$ cat config.mk
export PLATFORM = sky130hd
export DESIGN_NAME = ksma_div
export DESIGN_NICKNAME = d
export VERILOG_FILES = /design/src/ksma_pkg.sv /design/src/ksma_div.sv
export SDC_FILE = /design/constraint.sdc
export NUM_CORES = 1
export LEC_CHECK = 0
export BUFFER_PORTS_ARGS = -buffer_cell sky130_fd_sc_hd__buf_2
export CAP_MARGIN = 30
export CORE_UTILIZATION = 36
export CTS_BUF_LIST = sky130_fd_sc_hd__clkbuf_8
export CTS_CLUSTER_SIZE = 16
export DETAILED_ROUTE_END_ITERATION = 7
export SLEW_MARGIN = 20
export SYNTH_ARGS = -nofsm -noshare
export SYNTH_HDL_FRONTEND = slang
export SYNTH_SLANG_ARGS = --single-unit
$ cat constraint.sdc
create_clock -name clk -period 10.81 [get_ports clk]
set_clock_uncertainty 0.1 [all_clocks]
set_input_delay 1.081 -clock clk [delete_from_list [all_inputs] [get_ports clk]]
set_output_delay 1.081 -clock clk [all_outputs]
set_load 0.02 [all_outputs]
$ cat src/ksma_pkg.sv
package ksma_pkg;

  localparam int SAMPLE_W = 32;
  localparam int WEIGHT_W = 17;
  localparam int ADDR_W   = 4;
  localparam int DATA_W   = 32;

  // register index, taken from paddr[3:2]
  localparam logic [1:0] REG_MODE  = 2'd0;
  localparam logic [1:0] REG_COEFF = 2'd1;
  localparam logic [1:0] REG_WPOS  = 2'd2;

  localparam logic [16:0] LOG2E_Q16    = 17'd94548;
  localparam logic [15:0] LN2_Q16      = 16'd45426;
  localparam logic [24:0] LN_LIMIT_Q16 = 25'd30180443;
  localparam logic [32:0] ONE_Q32      = 33'h1_0000_0000;
  localparam logic [16:0] WEIGHT_ONE   = 17'h1_0000;
  localparam logic [15:0] COEFF_RESET  = 16'd256;

  // entry i holds 2^(-2^-(i+1)) in Q.32
  localparam logic [31:0] POW_TAB [8] = '{
    32'd3037000500, 32'd3611622603, 32'd3938502376, 32'd4112874773,
    32'd4202934002, 32'd4248701965, 32'd4271771997, 32'd4283353945
  };

  typedef struct packed {
    logic              mode;
    logic [15:0]       ks_coeff;
    logic [15:0]       weight_position;
  } cfg_t;

  typedef struct packed {
    logic signed [SAMPLE_W-1:0] sample;
    logic                       last;
  } in_item_t;

  typedef struct packed {
    logic signed [SAMPLE_W-1:0] peak;
    logic [WEIGHT_W-1:0]        weight;
    logic                       weight_valid;
    logic                       status;
  } out_item_t;

endpackage

$ cat src/ksma_div.sv
module ksma_div import ksma_pkg::*; #(
  parameter int NUM_W = 49,
  parameter int DEN_W = 49
) (
  input  logic             clk,
  input  logic             rst,
  input  logic             start,
  input  logic [NUM_W-1:0] num,
  input  logic [DEN_W-1:0] den,
  output logic             done,
  output logic [NUM_W-1:0] quot
);

  localparam int CNT_W = $clog2(NUM_W + 1);

  logic [DEN_W-1:0] rem;
  logic [DEN_W-1:0] dvs;
  logic [CNT_W-1:0] cnt;
  logic             busy;
  logic [DEN_W:0]   shifted;
  logic             fits;

  // restoring step, one quotient bit per cycle
  assign shifted = {rem, quot[NUM_W-1]};
  assign fits    = shifted >= {1'b0, dvs};

  always_ff @(posedge clk) begin
    if (rst) begin
      busy <= 1'b0;
      done <= 1'b0;
    end else begin
      done <= !start && busy && (cnt == CNT_W'(1));
      if (start) begin
        busy <= 1'b1;
      end else if (busy && cnt == CNT_W'(1)) begin
        busy <= 1'b0;
      end
    end
  end

  always_ff @(posedge clk) begin
    if (start) begin
      quot <= num;
      rem  <= '0;
      dvs  <= den;
      cnt  <= CNT_W'(NUM_W);
    end else if (busy) begin
      rem  <= fits ? DEN_W'(shifted - {1'b0, dvs}) : shifted[DEN_W-1:0];
      quot <= {quot[NUM_W-2:0], fits};
      cnt  <= cnt - CNT_W'(1);
    end
  end

endmodule

==> results.toml <==
[sta]
finalSetupTns_ns = 0
slew_headroom_pct = 38.49
timing.fmax_ghz = 0.2345
fin_crit_sh_pct = 39.45
hold_violations = 0
rsz0062_at_grt = "false"
final.min_clock_period_ns = 4.264
worst_pin_slew_ns = 0.9227
finalMaxSlewViolations = 0
setup_viol = 0

[yosys]
netlist_area_um2 = 9061
synth-async-reset-ratio_pct = 0
synth_edf_count = 98
synth.most_common_cell = "edfxtp_1"
synth_area_leaders = "edfxtp_1 (32%), dfxtp_1 (13%), ha_1 (7.0%), mux2_2 (6.1%), mux2i_1 (3.2%)"
syn_inst = 906
synth_flop_cell = "edfxtp_1"
syn_area_per_cell_um2 = 10.00
ys_warn_count = 0
synth_seq_cells = 155
yosysTopAreaCellShare_pct = 32.48
ys_top_cells_by_count = "edfxtp_1 (98), nor2_1 (68), nand2_1 (66)"
syn-num-nets = 1059
synth_top_cell_by_area = "edfxtp_1"
yosysSeqAreaShare_pct = 45.07
ys_types = 58

[run]
maxCapViolCount = 0

[finish]
finalInstanceArea_um2 = 10530
drive_above_1_share_pct = 23.59
nNetsFinal = 1187
multi_input_area_um2 = 4574
finalNonFillerCells = 1372
syn_to_final_growth_pct = 16.24
nFillCells = 2422
seqCellArea_um2 = 4085

[clock_tree]
clkLatencyLatePin_ns = 0.47
cts_tree = "built"
clk_path_buf_depth = 2
cts.sinks = 155
cts_buffers = 17
ctsHoldBuffers = 0
clk_pin_slew_ns = 0.10
cts.repair.resized = 0
postCtsSetupRepairBufs = 0
cts_root_buf = "clkbuf_8"
htree_levels = 4

[floorplan]
initial_core_util_pct = 36.93
io-pin-count = 151
fp.dieArea_um2 = 25810
die_y_um = 160.7
fp.dieW_um = 160.7
core_um2 = 24530
num_rows = 57

[setup_path]
setup.worst_path.class = "reg -> reg"
end_kind = "flip-flop"
worstPathRequired_ns = 11.09
r2r_setup_slack_ns = 6.55
cp_common_cell = "inv_1"
cp_slowest_cell = "a211o_2"
max_stage_delay_ns = 0.59
crit_fanout = 31
cp_cell_sequence = "inv_1 > ha_1 > inv_1 > fa_1 > a21o_1 > a221o_1 > a211oi_2 > a211oi_1 > a211o_1 > a211o_2 > buf_4 > nor2_1 > a22oi_1 > o21ai_0"
start_kind = "flip-flop"
critPathArrivalTime_ns = 4.55

[route]
drt_first_pass_iters = 5
drtIter0Drc = 395
wl_met2_mm = 10.36
postRouteAntennaNets = 0
wl_mm = 22.48
avgViaCountPerCell = 5.222
wire_per_inst_um = 16.39
top_layer_used = "met5"
m1WireLength_mm = 10.36
route.detailed.drc = 0
vias = 7164
dr_wl_met3_mm = 1.504

[power]
p_leak_nw = 4.455
peakVddDrop_mv = 0.07138
finalPower_mw = 1.518
power_density_nw_per_um2 = 144.2

[placed_design]
place_hpwl_mm = 16.41
gp_congestion = 0.8501
dpl_cell_area_um2 = 10100
io_buffers = 150
placed_cells = 1339

[global_route]
grt_pass1_vias = 7084
grt_max_degree = 75
antenna_found_initial = 1
grt_first_pass_wirelength_mm = 36.29
grt_overflow = 0
grt_usage_pct = 17.61

[status]
status = "finished, final reports clean"

[hold_path]
hp-class = "reg -> reg"
[per-layer routing]
metal | global-route usage, % | up-vias
li1 | - | 3582
met1 | 22.71 | 3362
met2 | 28.77 | 199
met3 | 5.139 | 19
met4 | 4.502 | 2
met5 | 0 | -
[cells by family after synthesis]
| logic type | share of synthesized area (%) |
|---|---|
| AOI/OAI and AO/OA | 16.93 |
| and+or+nand+nor | 12.28 |
| DFF | 45.07 |
| buffers and inverters | 4.460 |
| muxes | 9.459 |
| adders and majority gates | 7.263 |
| xor gates and xnor gates | 4.543 |
[critical path: cells and delay by family (launching register included)]
family,cells,cell delay [ns]
AO/OA/AOI/OAI,8,2.16
adder cells (fa/ha/maj),2,0.56
buffers and inverters,3,0.53
AND/OR/NAND/NOR,1,0.42
flip-flops,1,0.40
[stage by stage]
step | hold slack, ns | utilization [%] | worst slack (ns)
final | 0.3955 | 42.93 | 6.546
after global routing | 0.4173 | 42.92 | 6.286
after CTS | 0.3922 | 42.92 | 6.583
after detailed placement | 0.3827 | 41.16 | 6.622
after global placement | 0.3766 | 41.04 | 6.727
after floorplan | 0.3526 | - | 7.191
[area by class of cell]
class,instances,share of cell area (%)
inverters,57,2.031
multi-input cells,647,43.43
repair buffers,156,7.769
clock buffers,17,2.221
well taps,324,3.849
clock inverters,15,1.889
flip-flops and latches,155,38.79
diodes,1,0.02376
[power by group]
part / internal (mW) / switching (mW)
registers: 0.681 / 0.0258
clock network: 0.238 / 0.255
logic: 0.130 / 0.187
total: 1.05 / 0.468
[final timing paths]
| path | to | startpoint | cells after the start |
|---|---|---|---|
| setup reg to reg | rem[40] | quot[48] | 14 |
| setup / recovery | rem[40] | quot[48] | 14 |
| hold / removal | rem[31] | rem[31] | 2 |
| hold reg to reg | rem[31] | rem[31] | 2 |
[flip-flops by register name, summed over array words and instances, names as in the netlist]
name and flops:
cnt 6, done 1, dvs 49, rem 49, quot 49, busy 1
[placed cells by master, fill, tap and decap left out, types with 4 or more instances in the layout]
cell	count
a21oi_1	56
nor2_1	68
dfxtp_1	56
edfxtp_1	98
o21a_1	7
o21bai_1	6
inv_1	56
xnor2_1	27
clkbuf_8	17
nor4_1	6
o21ai_0	53
nand2_1	66
a211oi_1	37
a22oi_1	4
buf_2	149
nand2b_1	11
or3_1	6
o211ai_1	12
a21o_1	24
inv_6	4
nand3_1	16
mux2i_1	29
nand4_1	14
and3_1	10
nor3_1	12
nor2b_1	4
mux2_2	49
ha_1	51
a21boi_0	5
and2_1	9
buf_4	6
xor2_1	20
inv_8	5
Power figures use the tool's default switching activity.
