===== config.mk =====
export PLATFORM = sky130hd
export DESIGN_NAME = ksma_cfg
export DESIGN_NICKNAME = d
export VERILOG_FILES = /design/src/ksma_pkg.sv /design/src/ksma_cfg.sv
export SDC_FILE = /design/constraint.sdc
export NUM_CORES = 1
export LEC_CHECK = 0
export ABC_AREA = 1
export BUFFER_PORTS_ARGS = -buffer_cell sky130_fd_sc_hd__buf_2
export CAP_MARGIN = 20
export CORE_MARGIN = 2
export CORE_UTILIZATION = 32
export DETAILED_ROUTE_END_ITERATION = 6
export HOLD_SLACK_MARGIN = 0.15
export SLEW_MARGIN = 40
export SYNTH_ARGS = -nofsm -noshare
export SYNTH_HDL_FRONTEND = slang
export SYNTH_SLANG_ARGS = --single-unit

===== constraint.sdc =====
create_clock -name clk -period 1.1 [get_ports clk]
set_input_delay 0.165 -clock clk [delete_from_list [all_inputs] [get_ports clk]]
set_output_delay 0.165 -clock clk [all_outputs]
set_load 0.02 [all_outputs]

===== src/ksma_pkg.sv =====
package ksma_pkg;

  localparam int SAMPLE_W = 32;
  localparam int WEIGHT_W = 17;
  localparam int ADDR_W   = 4;
  localparam int DATA_W   = 32;

  // register index, taken from paddr[3:2]
  localparam logic [1:0] REG_MODE  = 2'd0;
  localparam logic [1:0] REG_COEFF = 2'd1;
  localparam logic [1:0] REG_WPOS  = 2'd2;

  localparam logic [16:0] LOG2E_Q16    = 17'd94548;
  localparam logic [15:0] LN2_Q16      = 16'd45426;
  localparam logic [24:0] LN_LIMIT_Q16 = 25'd30180443;
  localparam logic [32:0] ONE_Q32      = 33'h1_0000_0000;
  localparam logic [16:0] WEIGHT_ONE   = 17'h1_0000;
  localparam logic [15:0] COEFF_RESET  = 16'd256;

  // entry i holds 2^(-2^-(i+1)) in Q.32
  localparam logic [31:0] POW_TAB [8] = '{
    32'd3037000500, 32'd3611622603, 32'd3938502376, 32'd4112874773,
    32'd4202934002, 32'd4248701965, 32'd4271771997, 32'd4283353945
  };

  typedef struct packed {
    logic              mode;
    logic [15:0]       ks_coeff;
    logic [15:0]       weight_position;
  } cfg_t;

  typedef struct packed {
    logic signed [SAMPLE_W-1:0] sample;
    logic                       last;
  } in_item_t;

  typedef struct packed {
    logic signed [SAMPLE_W-1:0] peak;
    logic [WEIGHT_W-1:0]        weight;
    logic                       weight_valid;
    logic                       status;
  } out_item_t;

endpackage


===== src/ksma_cfg.sv =====
module ksma_cfg import ksma_pkg::*; (
  input  logic              clk,
  input  logic              rst,
  input  logic              psel,
  input  logic              penable,
  input  logic              pwrite,
  input  logic [ADDR_W-1:0] paddr,
  input  logic [DATA_W-1:0] pwdata,
  output logic [DATA_W-1:0] prdata,
  output logic              pready,
  output cfg_t              cfg
);

  logic wr_en;

  assign pready = 1'b1;
  assign wr_en  = psel & penable & pwrite;

  always_ff @(posedge clk) begin
    if (rst) begin
      cfg.mode            <= 1'b0;
      cfg.ks_coeff        <= COEFF_RESET;
      cfg.weight_position <= '0;
    end else if (wr_en) begin
      case (paddr[3:2])
        REG_MODE:  cfg.mode            <= pwdata[0];
        REG_COEFF: cfg.ks_coeff        <= pwdata[15:0];
        REG_WPOS:  cfg.weight_position <= pwdata[15:0];
        default: ;
      endcase
    end
  end

  always_comb begin
    case (paddr[3:2])
      REG_MODE:  prdata = {31'b0, cfg.mode};
      REG_COEFF: prdata = {16'b0, cfg.ks_coeff};
      REG_WPOS:  prdata = {16'b0, cfg.weight_position};
      default:   prdata = '0;
    endcase
  end

endmodule


==> results of run 1 <==
[synthesized netlist by cell type]
library cell,count
a21oi_1,1
buf_1,3
buf_2,9
buf_4,17
buf_6,2
conb_1,2
dfxtp_1,33
inv_1,18
inv_2,2
nand2_1,84
nand3_1,35
nor2_1,64
nor2_2,3
nor2_4,2
o21ai_0,1
[worst register-to-register path, cell delays in order, from the launching register on]
cell and delay [ns]:
dfxtp_2 0.33, o21ai_0 0.07, nand3_1 0.08
[cells by family (layout without fill, tap and decap cells)]
logic type / count (synthesis) / count (layout) / share of synthesized area
and+or+nand+nor: 188 / 188 / 0.446
AOI/OAI and AO/OA: 2 / 2 / 0.00577
buffers and inverters: 51 / 123 / 0.163
DFF: 33 / 33 / 0.382
other: 2 / 17 / 0.00434
[cell type report]
class / instances / share of cell area
clock buffer: 8 / 0.0311
inverter: 20 / 0.0301
multi-input combinational: 207 / 0.355
sequential: 33 / 0.267
tap: 70 / 0.0340
timing repair buffer: 95 / 0.282
[through the flow]
stage / TNS, ns / setup slack [ns]
after CTS: 0 / 0.000219
final: 0 / 0.0328
after global routing: -0.0439 / -0.0100
after global placement: -0.103 / -0.0334
after floorplan: 0 / 0.195
after detailed placement: -0.393 / -0.0584
[metal layers]
layer,GRT usage,vias to the layer above,wire length (um)
li1,-,974,-
met1,0.206,787,2300
met2,0.263,55,2210
met3,0.0395,6,235
met4,0.0536,0,59
met5,0,-,0
[what timing repair did]
action                                  CTS  global route
pin swaps                                 1            11
endpoints found under the setup margin   16            16
hold buffers                              1             0
hold endpoints to repair                  1             0
gates resized for setup                  31            60
cloned                                    2             1
setup buffers                             5             3
[power by group through the flow]
stage	Sequential, mW	Combinational [mW]	Clock (mW)
4_1_cts	1.24	0.486	0.898
6_report	1.25	0.495	0.864
3_3_place_gp	1.27	0.413	0
5_1_grt	1.25	0.541	0.947
3_5_place_dp	1.27	0.416	0
2_1_floorplan	1.30	0.278	0
[worst paths after layout]
| check | from | end | cells after the start |
|---|---|---|---|
| worst min register to register | cfg[9] | cfg[9] | 2 |
| worst min-delay path | pwdata[2] | cfg[2] | 5 |
| worst max-delay path | cfg[0] | prdata[0] | 3 |
| worst max register to register | cfg[24] | cfg[24] | 2 |
==> results.sh, run 1 <==
export IMPL_wirelength_um=4800
export IMPL_synth_ff_latch_count=33
export IMPL_power_per_cell_area_mw_per_mm2=1010
export IMPL_finalHoldViolations=0
export IMPL_final_common_cell="nand2_1"
export IMPL_vias=1822
export IMPL_path_delay_family="flip-flops"
export IMPL_r2r_slack_ns=0.50
export IMPL_swShare=0.282
export IMPL_dp_cells=415
export IMPL_top_register="cfg"
export IMPL_root_buffer="clkbuf_8"
export IMPL_clock_path_buffers=2
export IMPL_grt_antenna_before_repair=0
export IMPL_pin_count=107
export IMPL_synth_cells=276
export IMPL_status="complete, no violations"
export IMPL_min_path_type="in2reg"
export IMPL_insertion_delay_ns=0.28
export IMPL_clkPwrFrac=0.332
export IMPL_cts_sinks=33
export IMPL_seq_area_um2=688
export IMPL_grt_pass1_vias=1630
export IMPL_synthTopCellsByArea="dfxtp_1 (38%), nand2_1 (18%), nor2_1 (14%)"
export IMPL_rows=26
export IMPL_io_buffers=71
export IMPL_stdcell_count=433
export IMPL_synth_top_area_frac=0.382
export IMPL_multi_input_area_um2=913
export IMPL_finalSetupViolations=0
export IMPL_cp_required_ns=0.94
export IMPL_die_area_mm2=0.00602
export IMPL_initial_core_util=0.335
export IMPL_track_usage=0.160
export IMPL_arrival_ns=0.90
export IMPL_crit_path_max_incr_delay_ns=0.38
export IMPL_cp_max_fo=3
export IMPL_numCtsBuffers=5
export IMPL_p_seq_frac=0.478
export IMPL_postSynthAreaPerCell_um2=6.27
export IMPL_antenna_diode_count=0
export IMPL_hpwlAfterDp_um=2980
export IMPL_stdcell_area_mm2=0.00257
export IMPL_synth_top_cell_by_area="dfxtp_1"
export IMPL_hold_ws_ns=0.209
export IMPL_grt_pass1_wl_um=7660
export IMPL_path_cells="nand2_2 -> nand3_2 -> buf_6"
export IMPL_post_drt_wl_per_cell_um=11.1
export IMPL_final_period_utilization=0.970
export IMPL_clk_pin_slew_ns=0.06
export IMPL_drive_gt1_frac=0.402
export IMPL_crit_path_top_delay_cell="dfxtp_1"
export IMPL_largest_reg_flops=33
export IMPL_area_delta_synth_final_pct=48.6
export IMPL_syn_cell_area_mm2=0.00173
export IMPL_dpl_cell_area_mm2=0.00218
export IMPL_nNetsFinal=403
export IMPL_gp_congestion=0.704
export IMPL_drc=0
export IMPL_end_kind="output port"
export IMPL_rsz0062_at_grt="yes"
export IMPL_drt_iter0_drc=56
export IMPL_viasPerCell=4.21
export IMPL_filler_cell_count=529
export IMPL_first_pass_iters=4
export IMPL_htree_num_levels=2
export IMPL_cts_tree="yes"
export IMPL_combinationalPowerShare=0.190
export IMPL_ant_nets=0
export IMPL_layout_common_cells="nand2_1 (67), nor2_1 (64), buf_2 (54)"
export IMPL_critPathKind="reg2out"
export IMPL_die_width_um=77.6
export IMPL_p_int_mw=1.87
export IMPL_skew_ns=0
export IMPL_maxSlewViolCount=0
export IMPL_coreArea_mm2=0.00517
export IMPL_leakage_nw=1.39
export IMPL_p_sw_mw=0.736
export IMPL_peakVddDrop_v=0.000393
export IMPL_ys_seq_area_frac=0.382
export IMPL_final_util=0.498
export IMPL_grt_max_degree=34
export IMPL_grt_ovfl_total=0
export IMPL_period_minus_slack_ns=1.07
export IMPL_critPathBufInv=1
export IMPL_cap_violations=0
export IMPL_largestRegisters="cfg: 33 flops"
export IMPL_die_y_um=77.6
export IMPL_yosysWarnings=0
export IMPL_fmax_mhz=937
export IMPL_startpoint_type="flip-flop"
export IMPL_ys_types=15
export IMPL_total_power_mw=2.60
(Power assumes the default switching activity.)
==> run 2, diff against run 1 <==
- RECOVER_POWER: not set -> 50
- clock period: 1.1 -> 1.2 ns (I/O delays scaled with it)
==> run 2 against run 1 <==
- setup slack improved by 0.024 ns
- via count unchanged
- clock-buffer cell count decreased by 1
- total power decreased by 3.5%
- clock skew unchanged
- cell area decreased by 5.0%
- register-to-register slack improved by 0.10 ns
- cell count decreased by 1.6%
- core utilization decreased by 2.5 points
- global-route usage decreased by 0.97 points
- sequential power decreased by 9%
- sequential share of layout area increased by 0.27 points
==> results.sh, run 2 (same netlist as run 1, synthesis figures left out) <==
export IMPL_status="complete, no violations"
export IMPL_viasPerCell=4.28
export IMPL_r2r_slack_ns=0.60
export IMPL_clk_pin_slew_ns=0.07
export IMPL_swShare=0.280
export IMPL_crit_top_cell="nand2_1"
export IMPL_final_common_cell="nand2_1"
export IMPL_maxSlewViolCount=0
export IMPL_first_pass_iters=4
export IMPL_power_per_cell_area_mw_per_mm2=1030
export IMPL_stdcell_area_mm2=0.00245
export IMPL_clock_path_buffers=2
export IMPL_p_sw_mw=0.704
export IMPL_seq_area_um2=661
export IMPL_p_seq_frac=0.452
export IMPL_rr_startpoint="cfg[32]"
export IMPL_ant_nets=0
export IMPL_pin_count=107
export IMPL_grt_pass1_wl_um=7220
export IMPL_cts_sinks=33
export IMPL_crit_path_top_delay_cell="nor2_4"
export IMPL_worstMarginPinSlew_ns=0.614
export IMPL_cts_tree="yes"
export IMPL_finalHoldViolations=0
export IMPL_multi_input_area_um2=858
export IMPL_dpl_cell_area_mm2=0.00216
export IMPL_vias=1822
export IMPL_track_usage=0.151
export IMPL_finalSetupViolations=0
export IMPL_post_drt_wl_per_cell_um=11.6
export IMPL_die_y_um=77.6
export IMPL_startpoint="paddr[2]"
export IMPL_grt_antenna_before_repair=0
export IMPL_grt_ovfl_total=0
export IMPL_critPathBufInv=4
export IMPL_rows=26
export IMPL_peakVddDrop_v=0.000530
export IMPL_cp_required_ns=1.02
export IMPL_combinationalPowerShare=0.176
export IMPL_timing_setup_tns_ns=0
export IMPL_insertion_delay_ns=0.28
export IMPL_grt_max_degree=34
export IMPL_end_kind="output port"
export IMPL_fmax_mhz=875
export IMPL_antenna_diode_count=0
export IMPL_area_delta_synth_final_pct=41.3
export IMPL_drive_gt1_frac=0.264
export IMPL_die_area_mm2=0.00602
export IMPL_drt_iter0_drc=62
export IMPL_final_period_utilization=0.953
export IMPL_final_util=0.473
export IMPL_grt_util_met2=0.253
export IMPL_gr_usage_met3=0.0453
export IMPL_drc=0
export IMPL_top_register="cfg"
export IMPL_cp_max_fo=5
export IMPL_total_power_mw=2.51
export IMPL_min_path_type="in2reg"
export IMPL_numCtsBuffers=5
export IMPL_crit_path_max_incr_delay_ns=0.21
export IMPL_path_cells="buf_8 -> inv_4 -> nor2_4 -> clkbuf_16 -> nand2_1 -> nand2_1 -> buf_6"
export IMPL_largestRegisters="cfg: 33 flops"
export IMPL_die_width_um=77.6
export IMPL_period_minus_slack_ns=1.14
export IMPL_root_buffer="clkbuf_8"
export IMPL_gp_congestion=0.725
export IMPL_grt_pass1_vias=1559
export IMPL_filler_cell_count=565
export IMPL_worstHoldStart="pwdata[12]"
export IMPL_arrival_ns=0.96
export IMPL_critPathKind="in2out"
export IMPL_largest_reg_flops=33
export IMPL_rsz0062_at_grt="no"
export IMPL_p_int_mw=1.81
export IMPL_clkPwrFrac=0.372
export IMPL_coreArea_mm2=0.00517
export IMPL_cap_violations=0
export IMPL_busiest_layer="met2"
export IMPL_nNetsFinal=396
export IMPL_dp_cells=411
export IMPL_wirelength_um=4940
export IMPL_io_buffers=71
export IMPL_initial_core_util=0.335
export IMPL_stdcell_count=426
export IMPL_grt_util_met1=0.182
export IMPL_path_delay_family="buffers and inverters"
export IMPL_leakage_nw=1.29
export IMPL_htree_num_levels=2
export IMPL_hpwlAfterDp_um=2980
export IMPL_max_slew_margin=0.591
export IMPL_skew_ns=0
export IMPL_startpoint_type="primary input"
export IMPL_layout_common_cells="nand2_1 (83), nor2_1 (64), buf_2 (51)"
==> run 2: changes by cell type in the layout (fill, tap and decap cells not counted), sizes merged <==
cell / previous run / this run
clkinv: 0 / 1
clkbuf: 9 / 21
buf: 93 / 73
==> run 2: final timing paths <==
check | to | cells past startpoint
setup / recovery | prdata[8] | 7
hold / removal | cfg[28] | 5
setup reg to reg | cfg[32] | 2
hold reg to reg | cfg[31] | 2
==> run 2: timing repair <==
action,CTS,global route
buffers inserted,0,2
hold endpoints to repair,1,0
hold buffers,1,0
resized for setup,0,28
setup endpoints to repair,0,16
==> run 2: through the flow <==
stage | worst slack (ns) | hold slack (ns)
2_1_floorplan | 0.265 | 0.306
3_3_place_gp | 0.0312 | 0.418
3_5_place_dp | 0.0169 | 0.426
4_1_cts | 0.0137 | 0.215
5_1_grt | 0.000748 | 0.239
6_report | 0.0570 | 0.221
==> run 2: tightest hold or removal path: stages <==
cell and delay, ns:
buf_2 0.07, inv_1 0.04, nand3_1 0.07, nand2_1 0.05, nor2_1 0.07
==> run 2: power by group through the flow <==
| stage | sequential, mW | combinational [mW] | clock [mW] |
|---|---|---|---|
| floorplan | 1.19 | 0.255 | 0 |
| global placement | 1.16 | 0.377 | 0 |
| detailed placement | 1.16 | 0.379 | 0 |
| CTS | 1.14 | 0.382 | 0.949 |
| global route | 1.14 | 0.482 | 0.987 |
| finish | 1.14 | 0.442 | 0.935 |
==> run 2: routing by layer <==
layer  up-vias  share of wire
met5         -              0
li1        964              -
met3         5          0.051
met4         0          0.011
met1       801           0.46
met2        52           0.48
==> run 2: area by class of cell <==
class                   instances  area share
repair buffers                 88       0.270
flip-flops and latches         33       0.270
clock inverters                 1     0.00205
inverters                      20      0.0317
clock buffers                   7      0.0394
multi-input cells             207       0.351
well taps                      70      0.0358
